--- src/hw/rtl/jse_pkg.sv ---
// shared types, constants and helpers for the json string escaper
package jse_pkg;

  localparam logic [7:0] CTRL_LIMIT = 8'h20;
  localparam logic [7:0] CH_QUOTE   = 8'h22;
  localparam logic [7:0] CH_BSLASH  = 8'h5C;
  localparam logic [7:0] CH_U       = 8'h75;
  localparam logic [7:0] CH_ZERO    = 8'h30;
  localparam logic [7:0] CH_A       = 8'h61;
  localparam logic [15:0] BUF_SIZE_RESET = 16'd256;

  localparam int QDEPTH = 4;
  localparam int QAW    = $clog2(QDEPTH);

  typedef enum logic [1:0] {
    OP_CHAR,
    OP_ESC,
    OP_UNI,
    OP_TERM
  } op_t;

  typedef struct packed {
    op_t         op;
    logic [7:0]  src;
    logic [15:0] pos;
    logic        wr;
    logic        trunc;
  } cmd_t;

  function automatic logic [7:0] hex_digit(input logic [3:0] v);
    logic [7:0] r;
    if (v < 4'd10) begin
      r = CH_ZERO + {4'b0, v};
    end else begin
      r = CH_A + {4'b0, v} - 8'd10;
    end
    return r;
  endfunction

endpackage

--- src/hw/rtl/jse_in_if.sv ---
// input byte channel
interface jse_in_if;
  logic       valid;
  logic       ready;
  logic [7:0] in_byte;

  modport source (output valid, output in_byte, input ready);
  modport sink (input valid, input in_byte, output ready);
endinterface

--- src/hw/rtl/jse_out_if.sv ---
// escaped output byte channel
interface jse_out_if;
  logic        valid;
  logic        ready;
  logic [7:0]  out_byte;
  logic [15:0] out_pos;
  logic        write_valid;
  logic        run_last;
  logic        string_done;
  logic [15:0] total_length;
  logic        truncated;

  modport source (output valid, output out_byte, output out_pos, output write_valid,
                  output run_last, output string_done, output total_length,
                  output truncated, input ready);
  modport sink (input valid, input out_byte, input out_pos, input write_valid,
                input run_last, input string_done, input total_length,
                input truncated, output ready);
endinterface

--- src/hw/rtl/jse_front.sv ---
// front end: accepts source bytes, tracks fill level, classifies into commands
module jse_front import jse_pkg::*; #(
  parameter int SIZE_BITS = 16
) (
  input  logic        clk,
  input  logic        rst,
  input  logic        cfg_we,
  input  logic [15:0] cfg_wdata,
  input  logic        in_valid,
  output logic        in_ready,
  input  logic [7:0]  in_byte,
  input  logic        q_full,
  output logic        push,
  output cmd_t        cmd
);

  logic [15:0]          buffer_size;
  logic [SIZE_BITS-1:0] used_count, used_count_next;
  logic                 stopped, stopped_next;

  logic                 accept;
  logic [31:0]          size32, used32;
  logic [SIZE_BITS:0]   size_eff, need;
  logic [2:0]           n;
  op_t                  op;
  logic                 is_zero;

  assign in_ready = !q_full;
  assign accept   = in_valid && in_ready;
  assign size32   = {16'b0, buffer_size};
  assign size_eff = {1'b0, size32[SIZE_BITS-1:0]};
  assign used32   = 32'(used_count);
  assign is_zero  = (in_byte == 8'h00);

  always_comb begin
    if (in_byte == CH_QUOTE || in_byte == CH_BSLASH) begin
      op = OP_ESC;
      n  = 3'd2;
    end else if (in_byte < CTRL_LIMIT) begin
      op = OP_UNI;
      n  = 3'd6;
    end else begin
      op = OP_CHAR;
      n  = 3'd1;
    end
  end

  // room needed for the replacement plus the terminator
  assign need = {1'b0, used_count} + (SIZE_BITS+1)'(n) + (SIZE_BITS+1)'(1);

  always_comb begin
    used_count_next = used_count;
    stopped_next    = stopped;
    push            = 1'b0;
    cmd.op          = op;
    cmd.src         = in_byte;
    cmd.pos         = used32[15:0];
    cmd.wr          = 1'b1;
    cmd.trunc       = 1'b0;
    if (accept) begin
      if (stopped) begin
        if (is_zero) begin
          stopped_next    = 1'b0;
          used_count_next = '0;
        end
      end else if (size_eff == '0) begin
        if (is_zero) begin
          push            = 1'b1;
          cmd.op          = OP_TERM;
          cmd.pos         = '0;
          cmd.wr          = 1'b0;
          used_count_next = '0;
        end
      end else if (is_zero) begin
        push            = 1'b1;
        cmd.op          = OP_TERM;
        used_count_next = '0;
      end else if (need > size_eff) begin
        push         = 1'b1;
        cmd.op       = OP_TERM;
        cmd.trunc    = 1'b1;
        stopped_next = 1'b1;
      end else begin
        push            = 1'b1;
        used_count_next = used_count + SIZE_BITS'(n);
      end
    end
  end

  always_ff @(posedge clk) begin
    if (rst) begin
      buffer_size <= BUF_SIZE_RESET;
      used_count  <= '0;
      stopped     <= 1'b0;
    end else begin
      if (cfg_we) begin
        buffer_size <= cfg_wdata;
      end
      used_count <= used_count_next;
      stopped    <= stopped_next;
    end
  end

`ifndef SYNTHESIS
  a_stopped_no_push: assert property (@(posedge clk) disable iff (rst)
    stopped |-> !push) else $error("command issued while dropping");
  a_term_clears: assert property (@(posedge clk) disable iff (rst)
    (push && cmd.op == OP_TERM && !cmd.trunc) |=> used_count == '0)
    else $error("fill level not cleared after terminator");
  a_trunc_stops: assert property (@(posedge clk) disable iff (rst)
    (push && cmd.trunc) |=> stopped) else $error("truncation did not stop");
`endif

endmodule

--- src/hw/rtl/jse_queue.sv ---
// small command queue between front and back
module jse_queue import jse_pkg::*; (
  input  logic clk,
  input  logic rst,
  input  logic push,
  input  cmd_t push_cmd,
  output logic full,
  input  logic pop,
  output logic empty,
  output cmd_t head
);

  cmd_t           entries [QDEPTH];
  logic [QAW-1:0] wr_ptr, rd_ptr;
  logic [QAW:0]   count;

  assign full  = (count == (QAW+1)'(QDEPTH));
  assign empty = (count == '0);
  assign head  = entries[rd_ptr];

  always_ff @(posedge clk) begin
    if (push) begin
      entries[wr_ptr] <= push_cmd;
    end
  end

  always_ff @(posedge clk) begin
    if (rst) begin
      wr_ptr <= '0;
      rd_ptr <= '0;
      count  <= '0;
    end else begin
      if (push) begin
        wr_ptr <= wr_ptr + 1'b1;
      end
      if (pop) begin
        rd_ptr <= rd_ptr + 1'b1;
      end
      count <= count + (QAW+1)'(push) - (QAW+1)'(pop);
    end
  end

`ifndef SYNTHESIS
  a_count_bound: assert property (@(posedge clk) disable iff (rst)
    count <= (QAW+1)'(QDEPTH)) else $error("queue count overflow");
  a_no_overflow: assert property (@(posedge clk) disable iff (rst)
    !(push && full)) else $error("push into full queue");
  a_no_underflow: assert property (@(posedge clk) disable iff (rst)
    !(pop && empty)) else $error("pop from empty queue");
`endif

endmodule

--- src/hw/rtl/jse_back.sv ---
// back end: expands commands into escaped bytes through an output register
module jse_back import jse_pkg::*; (
  input  logic      clk,
  input  logic      rst,
  input  logic      empty,
  input  cmd_t      head,
  output logic      pop,
  jse_out_if.source out_ch
);

  logic [2:0]  idx;
  logic        load, take, last;
  logic [7:0]  byte_sel;

  assign load = !out_ch.valid || out_ch.ready;
  assign take = load && !empty;
  assign pop  = take && last;

  always_comb begin
    last     = 1'b1;
    byte_sel = head.src;
    case (head.op)
      OP_CHAR: begin
        byte_sel = head.src;
      end
      OP_ESC: begin
        last     = (idx == 3'd1);
        byte_sel = (idx == 3'd0) ? CH_BSLASH : head.src;
      end
      OP_UNI: begin
        last = (idx == 3'd5);
        case (idx)
          3'd0:    byte_sel = CH_BSLASH;
          3'd1:    byte_sel = CH_U;
          3'd2:    byte_sel = CH_ZERO;
          3'd3:    byte_sel = CH_ZERO;
          3'd4:    byte_sel = hex_digit(head.src[7:4]);
          3'd5:    byte_sel = hex_digit(head.src[3:0]);
          default: byte_sel = 8'h00;
        endcase
      end
      OP_TERM: begin
        byte_sel = 8'h00;
      end
      default: begin
        byte_sel = 8'h00;
      end
    endcase
  end

  always_ff @(posedge clk) begin
    if (rst) begin
      out_ch.valid <= 1'b0;
      idx          <= '0;
    end else if (load) begin
      out_ch.valid <= !empty;
      if (take) begin
        idx <= last ? 3'd0 : idx + 3'd1;
      end
    end
  end

  always_ff @(posedge clk) begin
    if (take) begin
      out_ch.out_byte     <= byte_sel;
      out_ch.out_pos      <= head.pos + {13'b0, idx};
      out_ch.write_valid  <= head.wr;
      out_ch.run_last     <= last;
      out_ch.string_done  <= (head.op == OP_TERM);
      out_ch.total_length <= (head.op == OP_TERM) ? head.pos : 16'h0000;
      out_ch.truncated    <= (head.op == OP_TERM) && head.trunc;
    end
  end

`ifndef SYNTHESIS
  a_idx_bound: assert property (@(posedge clk) disable iff (rst)
    idx <= 3'd5) else $error("run index out of range");
  a_done_last: assert property (@(posedge clk) disable iff (rst)
    (out_ch.valid && out_ch.string_done) |-> out_ch.run_last)
    else $error("terminator not last of run");
  a_nowrite_done: assert property (@(posedge clk) disable iff (rst)
    (out_ch.valid && !out_ch.write_valid) |-> out_ch.string_done)
    else $error("unwritten byte that is not a terminator");
`endif

endmodule

--- src/hw/rtl/json_string_escaper.sv ---
// json string escaper top level
//
// in_ch carries one source byte per item; a zero byte ends the string.
// out_ch carries one escaped byte per item with its buffer position and
// the string end, length and truncation flags. cfg_we writes cfg_wdata
// into the buffer size register (bytes including the terminator).
// The front accepts one byte per cycle while the four-entry command
// queue has room. The back expands each command at one output item per
// cycle while the receiver is ready: two for a quote or backslash, six
// for a control byte, so those runs set the sustained rate.
// An accepted byte passes through the command queue and the output
// register before its first result is valid.
// Bytes dropped after truncation, or while the size is zero, give no
// output; with the size zero, a zero byte still gives an unwritten terminator.
// Reset (rst, synchronous) sets the buffer size to 256, clears the fill
// level and the drop state and empties the queue; no clearing pass.
// When the receiver stalls, the output register holds its item, the
// queue fills and in_ch.ready drops once the queue is full.
module json_string_escaper import jse_pkg::*; #(
  parameter int SIZE_BITS = 16
) (
  input  logic        clk,
  input  logic        rst,
  input  logic        cfg_we,
  input  logic [15:0] cfg_wdata,
  jse_in_if.sink      in_ch,
  jse_out_if.source   out_ch
);

  logic push, pop, q_full, q_empty;
  cmd_t push_cmd, head;

  jse_front #(.SIZE_BITS(SIZE_BITS)) u_front (
    .clk       (clk),
    .rst       (rst),
    .cfg_we    (cfg_we),
    .cfg_wdata (cfg_wdata),
    .in_valid  (in_ch.valid),
    .in_ready  (in_ch.ready),
    .in_byte   (in_ch.in_byte),
    .q_full    (q_full),
    .push      (push),
    .cmd       (push_cmd)
  );

  jse_queue u_queue (
    .clk      (clk),
    .rst      (rst),
    .push     (push),
    .push_cmd (push_cmd),
    .full     (q_full),
    .pop      (pop),
    .empty    (q_empty),
    .head     (head)
  );

  jse_back u_back (
    .clk    (clk),
    .rst    (rst),
    .empty  (q_empty),
    .head   (head),
    .pop    (pop),
    .out_ch (out_ch)
  );

endmodule
--- src/flat_wrapper.sv ---
// flat-port wrapper written by rule: the top's interface ports become plain ports
module json_string_escaper_flat import jse_pkg::*;
#(
  parameter int SIZE_BITS = 16
)
  (clk, rst, cfg_we, cfg_wdata, in_ch_valid, in_ch_in_byte, in_ch_ready, out_ch_valid, out_ch_out_byte, out_ch_out_pos, out_ch_write_valid, out_ch_run_last, out_ch_string_done, out_ch_total_length, out_ch_truncated, out_ch_ready);
  jse_in_if in_ch_i ();
  jse_out_if out_ch_i ();
  input  logic clk;
  input  logic rst;
  input  logic cfg_we;
  input  logic [15:0] cfg_wdata;
  input wire logic [$bits(in_ch_i.valid)-1:0] in_ch_valid;
  input wire logic [$bits(in_ch_i.in_byte)-1:0] in_ch_in_byte;
  output wire logic [$bits(in_ch_i.ready)-1:0] in_ch_ready;
  output wire logic [$bits(out_ch_i.valid)-1:0] out_ch_valid;
  output wire logic [$bits(out_ch_i.out_byte)-1:0] out_ch_out_byte;
  output wire logic [$bits(out_ch_i.out_pos)-1:0] out_ch_out_pos;
  output wire logic [$bits(out_ch_i.write_valid)-1:0] out_ch_write_valid;
  output wire logic [$bits(out_ch_i.run_last)-1:0] out_ch_run_last;
  output wire logic [$bits(out_ch_i.string_done)-1:0] out_ch_string_done;
  output wire logic [$bits(out_ch_i.total_length)-1:0] out_ch_total_length;
  output wire logic [$bits(out_ch_i.truncated)-1:0] out_ch_truncated;
  input wire logic [$bits(out_ch_i.ready)-1:0] out_ch_ready;
  assign in_ch_i.valid = in_ch_valid;
  assign in_ch_i.in_byte = in_ch_in_byte;
  assign in_ch_ready = in_ch_i.ready;
  assign out_ch_valid = out_ch_i.valid;
  assign out_ch_out_byte = out_ch_i.out_byte;
  assign out_ch_out_pos = out_ch_i.out_pos;
  assign out_ch_write_valid = out_ch_i.write_valid;
  assign out_ch_run_last = out_ch_i.run_last;
  assign out_ch_string_done = out_ch_i.string_done;
  assign out_ch_total_length = out_ch_i.total_length;
  assign out_ch_truncated = out_ch_i.truncated;
  assign out_ch_i.ready = out_ch_ready;
  json_string_escaper #(.SIZE_BITS(SIZE_BITS)) u_core (.clk(clk), .rst(rst), .cfg_we(cfg_we), .cfg_wdata(cfg_wdata), .in_ch(in_ch_i), .out_ch(out_ch_i));
endmodule
--- config.mk ---
export PLATFORM = sky130hd
export DESIGN_NAME = json_string_escaper_flat
export DESIGN_NICKNAME = d
export VERILOG_FILES = /design/src/hw/rtl/jse_pkg.sv /design/src/hw/rtl/jse_in_if.sv /design/src/hw/rtl/jse_out_if.sv /design/src/hw/rtl/jse_front.sv /design/src/hw/rtl/jse_queue.sv /design/src/hw/rtl/jse_back.sv /design/src/hw/rtl/json_string_escaper.sv /design/src/flat_wrapper.sv
export SDC_FILE = /design/constraint.sdc
export NUM_CORES = 1
export LEC_CHECK = 0
export ABC_AREA = 0
export CAP_MARGIN = 5
export CORE_MARGIN = 10
export CORE_UTILIZATION = 30
export CTS_BUF_LIST = sky130_fd_sc_hd__clkbuf_16
export DETAILED_ROUTE_END_ITERATION = 10
export DONT_BUFFER_PORTS = 1
export PLACE_DENSITY = 0.43
export SYNTH_ARGS = -nofsm -noshare
export SYNTH_HDL_FRONTEND = slang
export SYNTH_HIERARCHICAL = 1
export SYNTH_SLANG_ARGS = --single-unit
--- constraint.sdc ---
create_clock -name clk -period 6.5 [get_ports clk]
set_clock_uncertainty 0.15 [all_clocks]
set_input_delay 0.325 -clock clk [delete_from_list [all_inputs] [get_ports clk]]
set_output_delay 0.325 -clock clk [all_outputs]
set_load 0.05 [all_outputs]
==> qor.txt <==
ys async rst share: 0%
Avg Cell Area, Syn: 13.44 um2
Area Growth Syn to Fin: 16.81%
Seq. cell area: 5608 um2
maxcap violations: 0
GRT overflow: 0
worst min path class: input port to flip-flop
EDFF count, synth: 156
Fillers: 3025
Max-slew headroom: 19.41%
DIE WIDTH: 198.5 um
First-pass DRT Iterations: 6
worst slack at placement: 1.571 ns
cell row count: 65
WP data arrival: 4.42 ns
max-slew violation total from the final report: 0
initial antenna violation count: 0
RSZ-0062 raised after global routing: false
Worst R2R Path Depth: 14
worst r2r src: u_core/u_front/used_count[0]$_SDFFE_PP0P_
crit path to: u_core/u_queue/entries[0][27]$_DFFE_PP_
setup slack, reg-to-reg: 2.43 ns
clock-pin slew on the worst setup and hold paths: 0.06 ns
Synth Net Count: 785
CP required: 6.55 ns
final setup margin: 2.138 ns
die area: 39390 um2
fin nets: 827
crit path kind: input port to flip-flop
setup TNS: 0 ns
later-pin clock latency in the skew report: 0.52 ns
# DRC: 0
Worst Setup Start Kind: input port
GRT Util Overall: 10.63%
DR iter-0 viols: 246
vias in the first global route: 5894
synth unique cells: 69
clk sink count: 202
Area contributors post-synth: edfxtp_1, dfxtp_1, ha_1
post-synth top area share: 49.02%
io pins: 75
fin crit period: 4.362 ns
setup bufs post-CTS: 0
count leader, synth: edfxtp_1
hold depth: 3
sequential fraction of the synthesis area: 58.66%
IO Port Bufs: 0
Max Fclk: 229.3 MHz
post-synthesis instance total: 711
layout cell share with drive strength beyond 1: 10.51%
Final GP Congestion: 0.8825
status: finished, final reports clean
TritonCTS clock tree: built
Netlist Area Pre-Place: 9555 um2
Peak supply drop: 0.0001791 V
reg2reg end: u_core/u_queue/entries[0][27]$_DFFE_PP_
Clock Path Buffers: 3
CORE AREA: 31470 um2
Detail Placement HPWL: 14510 um
Worst-Margin Slew: 1.203 ns
Worst Setup SP: in_ch_in_byte[4]
Gates resized, CTS repair: 0
root buffer cell: clkbuf_16
multi-input logic area: 3583 um2
Final Cycle Share: 67.11%
worst-path maximum fanout: 6
Setup crit end kind: flip-flop
routed vias/inst: 4.797
WL per Instance: 17.89 um
Final Hold Vio Count: 0
Starting Density: 30.36%
via count: 5627
Routed WL: 20990 um
antenna-violating nets left: 0
Power Dens Cells: 431.4 nW/um2
largest net degree at the start of global routing: 49
Commonest cells post-synth: edfxtp_1, nor2_1, inv_1, dfxtp_1, ha_1
die height: 198.5 um
P_leak: 4.084 nW
final setup vio count: 0
H-tree Lvls: 1
cts bufs inserted: 24
number of diodes: 0
Synth area leader: edfxtp_1
Ys Warns: 6
top_reg_cell synth: edfxtp_1
#FFs+latches synth: 202
first-pass GRT wire length: 33390 um
[cell usage in the layout, fill, tap and decap left out, types with 4 or more instances in the layout]
cell type | synthesis | final
edfxtp_1 | 156 | 156
inv_1 | 48 | 52
nor2_1 | 49 | 49
dfxtp_1 | 46 | 44
dlygate4sd3_1 | 0 | 42
ha_1 | 41 | 41
nand2_1 | 33 | 33
a21oi_1 | 26 | 26
clkbuf_16 | 0 | 24
xnor2_1 | 23 | 23
mux2i_1 | 21 | 21
nor2b_1 | 20 | 20
mux4_2 | 20 | 20
and2_1 | 23 | 19
nand3_1 | 17 | 17
nand2b_1 | 15 | 15
o21ai_0 | 15 | 15
xor2_1 | 10 | 10
and3_1 | 9 | 9
nand4_1 | 9 | 9
o22ai_1 | 8 | 8
mux4_1 | 8 | 8
bufinv_16 | 0 | 6
clkinv_1 | 0 | 6
nor4_1 | 6 | 6
or3_1 | 6 | 6
a21o_1 | 5 | 5
nor3_1 | 5 | 5
and4_1 | 4 | 4
o21a_1 | 4 | 4
fa_1 | 4 | 4
and2_2 | 0 | 4
[power breakdown]
group | total (W) | internal (W) | switching [W]
clock network | 0.00142 | 0.000907 | 0.000516
registers | 0.00239 | 0.00176 | 0.000637
logic | 0.000998 | 0.000400 | 0.000598
[cells by family after synthesis]
logic type      count (synthesis)  synth area share (%)
simple gates                  213                 12.30
flops                         202                 58.66
compound gates                 92                 6.560
buf+inv                        76                 3.889
mux                            49                 9.113
fa+ha+maj                      45                 6.207
xor+xnor                       34                 3.273
[worst max-delay path: stages]
cell and delay, ns:
or3_1 0.41, nor3_1 0.18, o21ai_0 0.18, nand2_1 0.20, ha_1 0.27, a21o_1 0.16, a21oi_1 0.32, nand2b_1 0.23
nand2b_1 0.14, xnor2_1 0.08, ha_1 0.37, nand3_1 0.14, nor4_1 0.45, nand3_1 0.23, a21oi_1 0.46, o21ai_0 0.28
[layout make-up]
class                      instances  area share, %
sequential                       202          50.24
multi-input combinational        433          32.10
clock inverter                    20          2.253
inverter                          48          1.614
clock buffer                      24          5.381
tap                              402          4.506
timing repair buffer              44          3.901
[worst min path at each step]
stage,from,end,slack [ns]
2_1_floorplan,rst,u_core/u_back/out_ch.valid$_SDFFE_PP0N_,0.24
6_report,in_ch_valid,u_core/u_front/stopped$_SDFFE_PP0P_,0.03
5_1_grt,in_ch_valid,u_core/u_front/stopped$_SDFFE_PP0P_,0.06
3_3_place_gp,rst,flip-flop,0.25
3_5_place_dp,rst,flip-flop,0.25
4_1_cts,in_ch_valid,u_core/u_front/stopped$_SDFFE_PP0P_,0.01
[per-layer routing]
layer	share of wire [%]	global-route usage [%]	wire, um
met5	0	0	0
met4	2.0	2.713	429
met3	5.4	2.484	1132
met2	45	17.16	9438
met1	48	14.07	9989
[metrics by stage]
step / area [um2] / hold slack [ns] / std cells / power [W] / utilization, %
2_1_floorplan: 9555 / 0.2441 / 711 / 0.003131 / -
5_1_grt: 11160 / 0.06314 / 1173 / 0.005083 / 35.46
3_5_place_dp: 9889 / 0.2498 / 1087 / 0.003415 / 31.42
4_1_cts: 11160 / 0.01368 / 1173 / 0.004890 / 35.46
3_3_place_gp: 9889 / 0.2476 / 1087 / 0.003378 / 31.42
6_report: 11160 / 0.03257 / 1173 / 0.004815 / 35.46
[registers in the layout, summed over array words and instances (netlist names), named ones only]
name and flops:
u_core/u_back/out_ch.run_last 1, u_core/u_back/out_ch.write_valid 1, u_core/u_queue/rd_ptr 2, u_core/u_queue/count 3, u_core/u_back/out_ch.string_done 1, u_core/u_queue/entries 112, u_core/u_back/out_ch.valid 1, u_core/u_back/idx 3
u_core/u_back/out_ch.truncated 1, u_core/u_back/out_ch.total_length 16, u_core/u_back/out_ch.out_pos 16, u_core/u_front/used_count 16, u_core/u_back/out_ch.out_byte 8, u_core/u_front/stopped 1, u_core/u_front/buffer_size 16, u_core/u_queue/wr_ptr 2
[repair_timing]
item,in CTS,in global routing
endpoints found under the setup margin,0,0
hold endpoints to repair,62,0
hold buffers,42,0
Power figures use the tool's default switching activity.
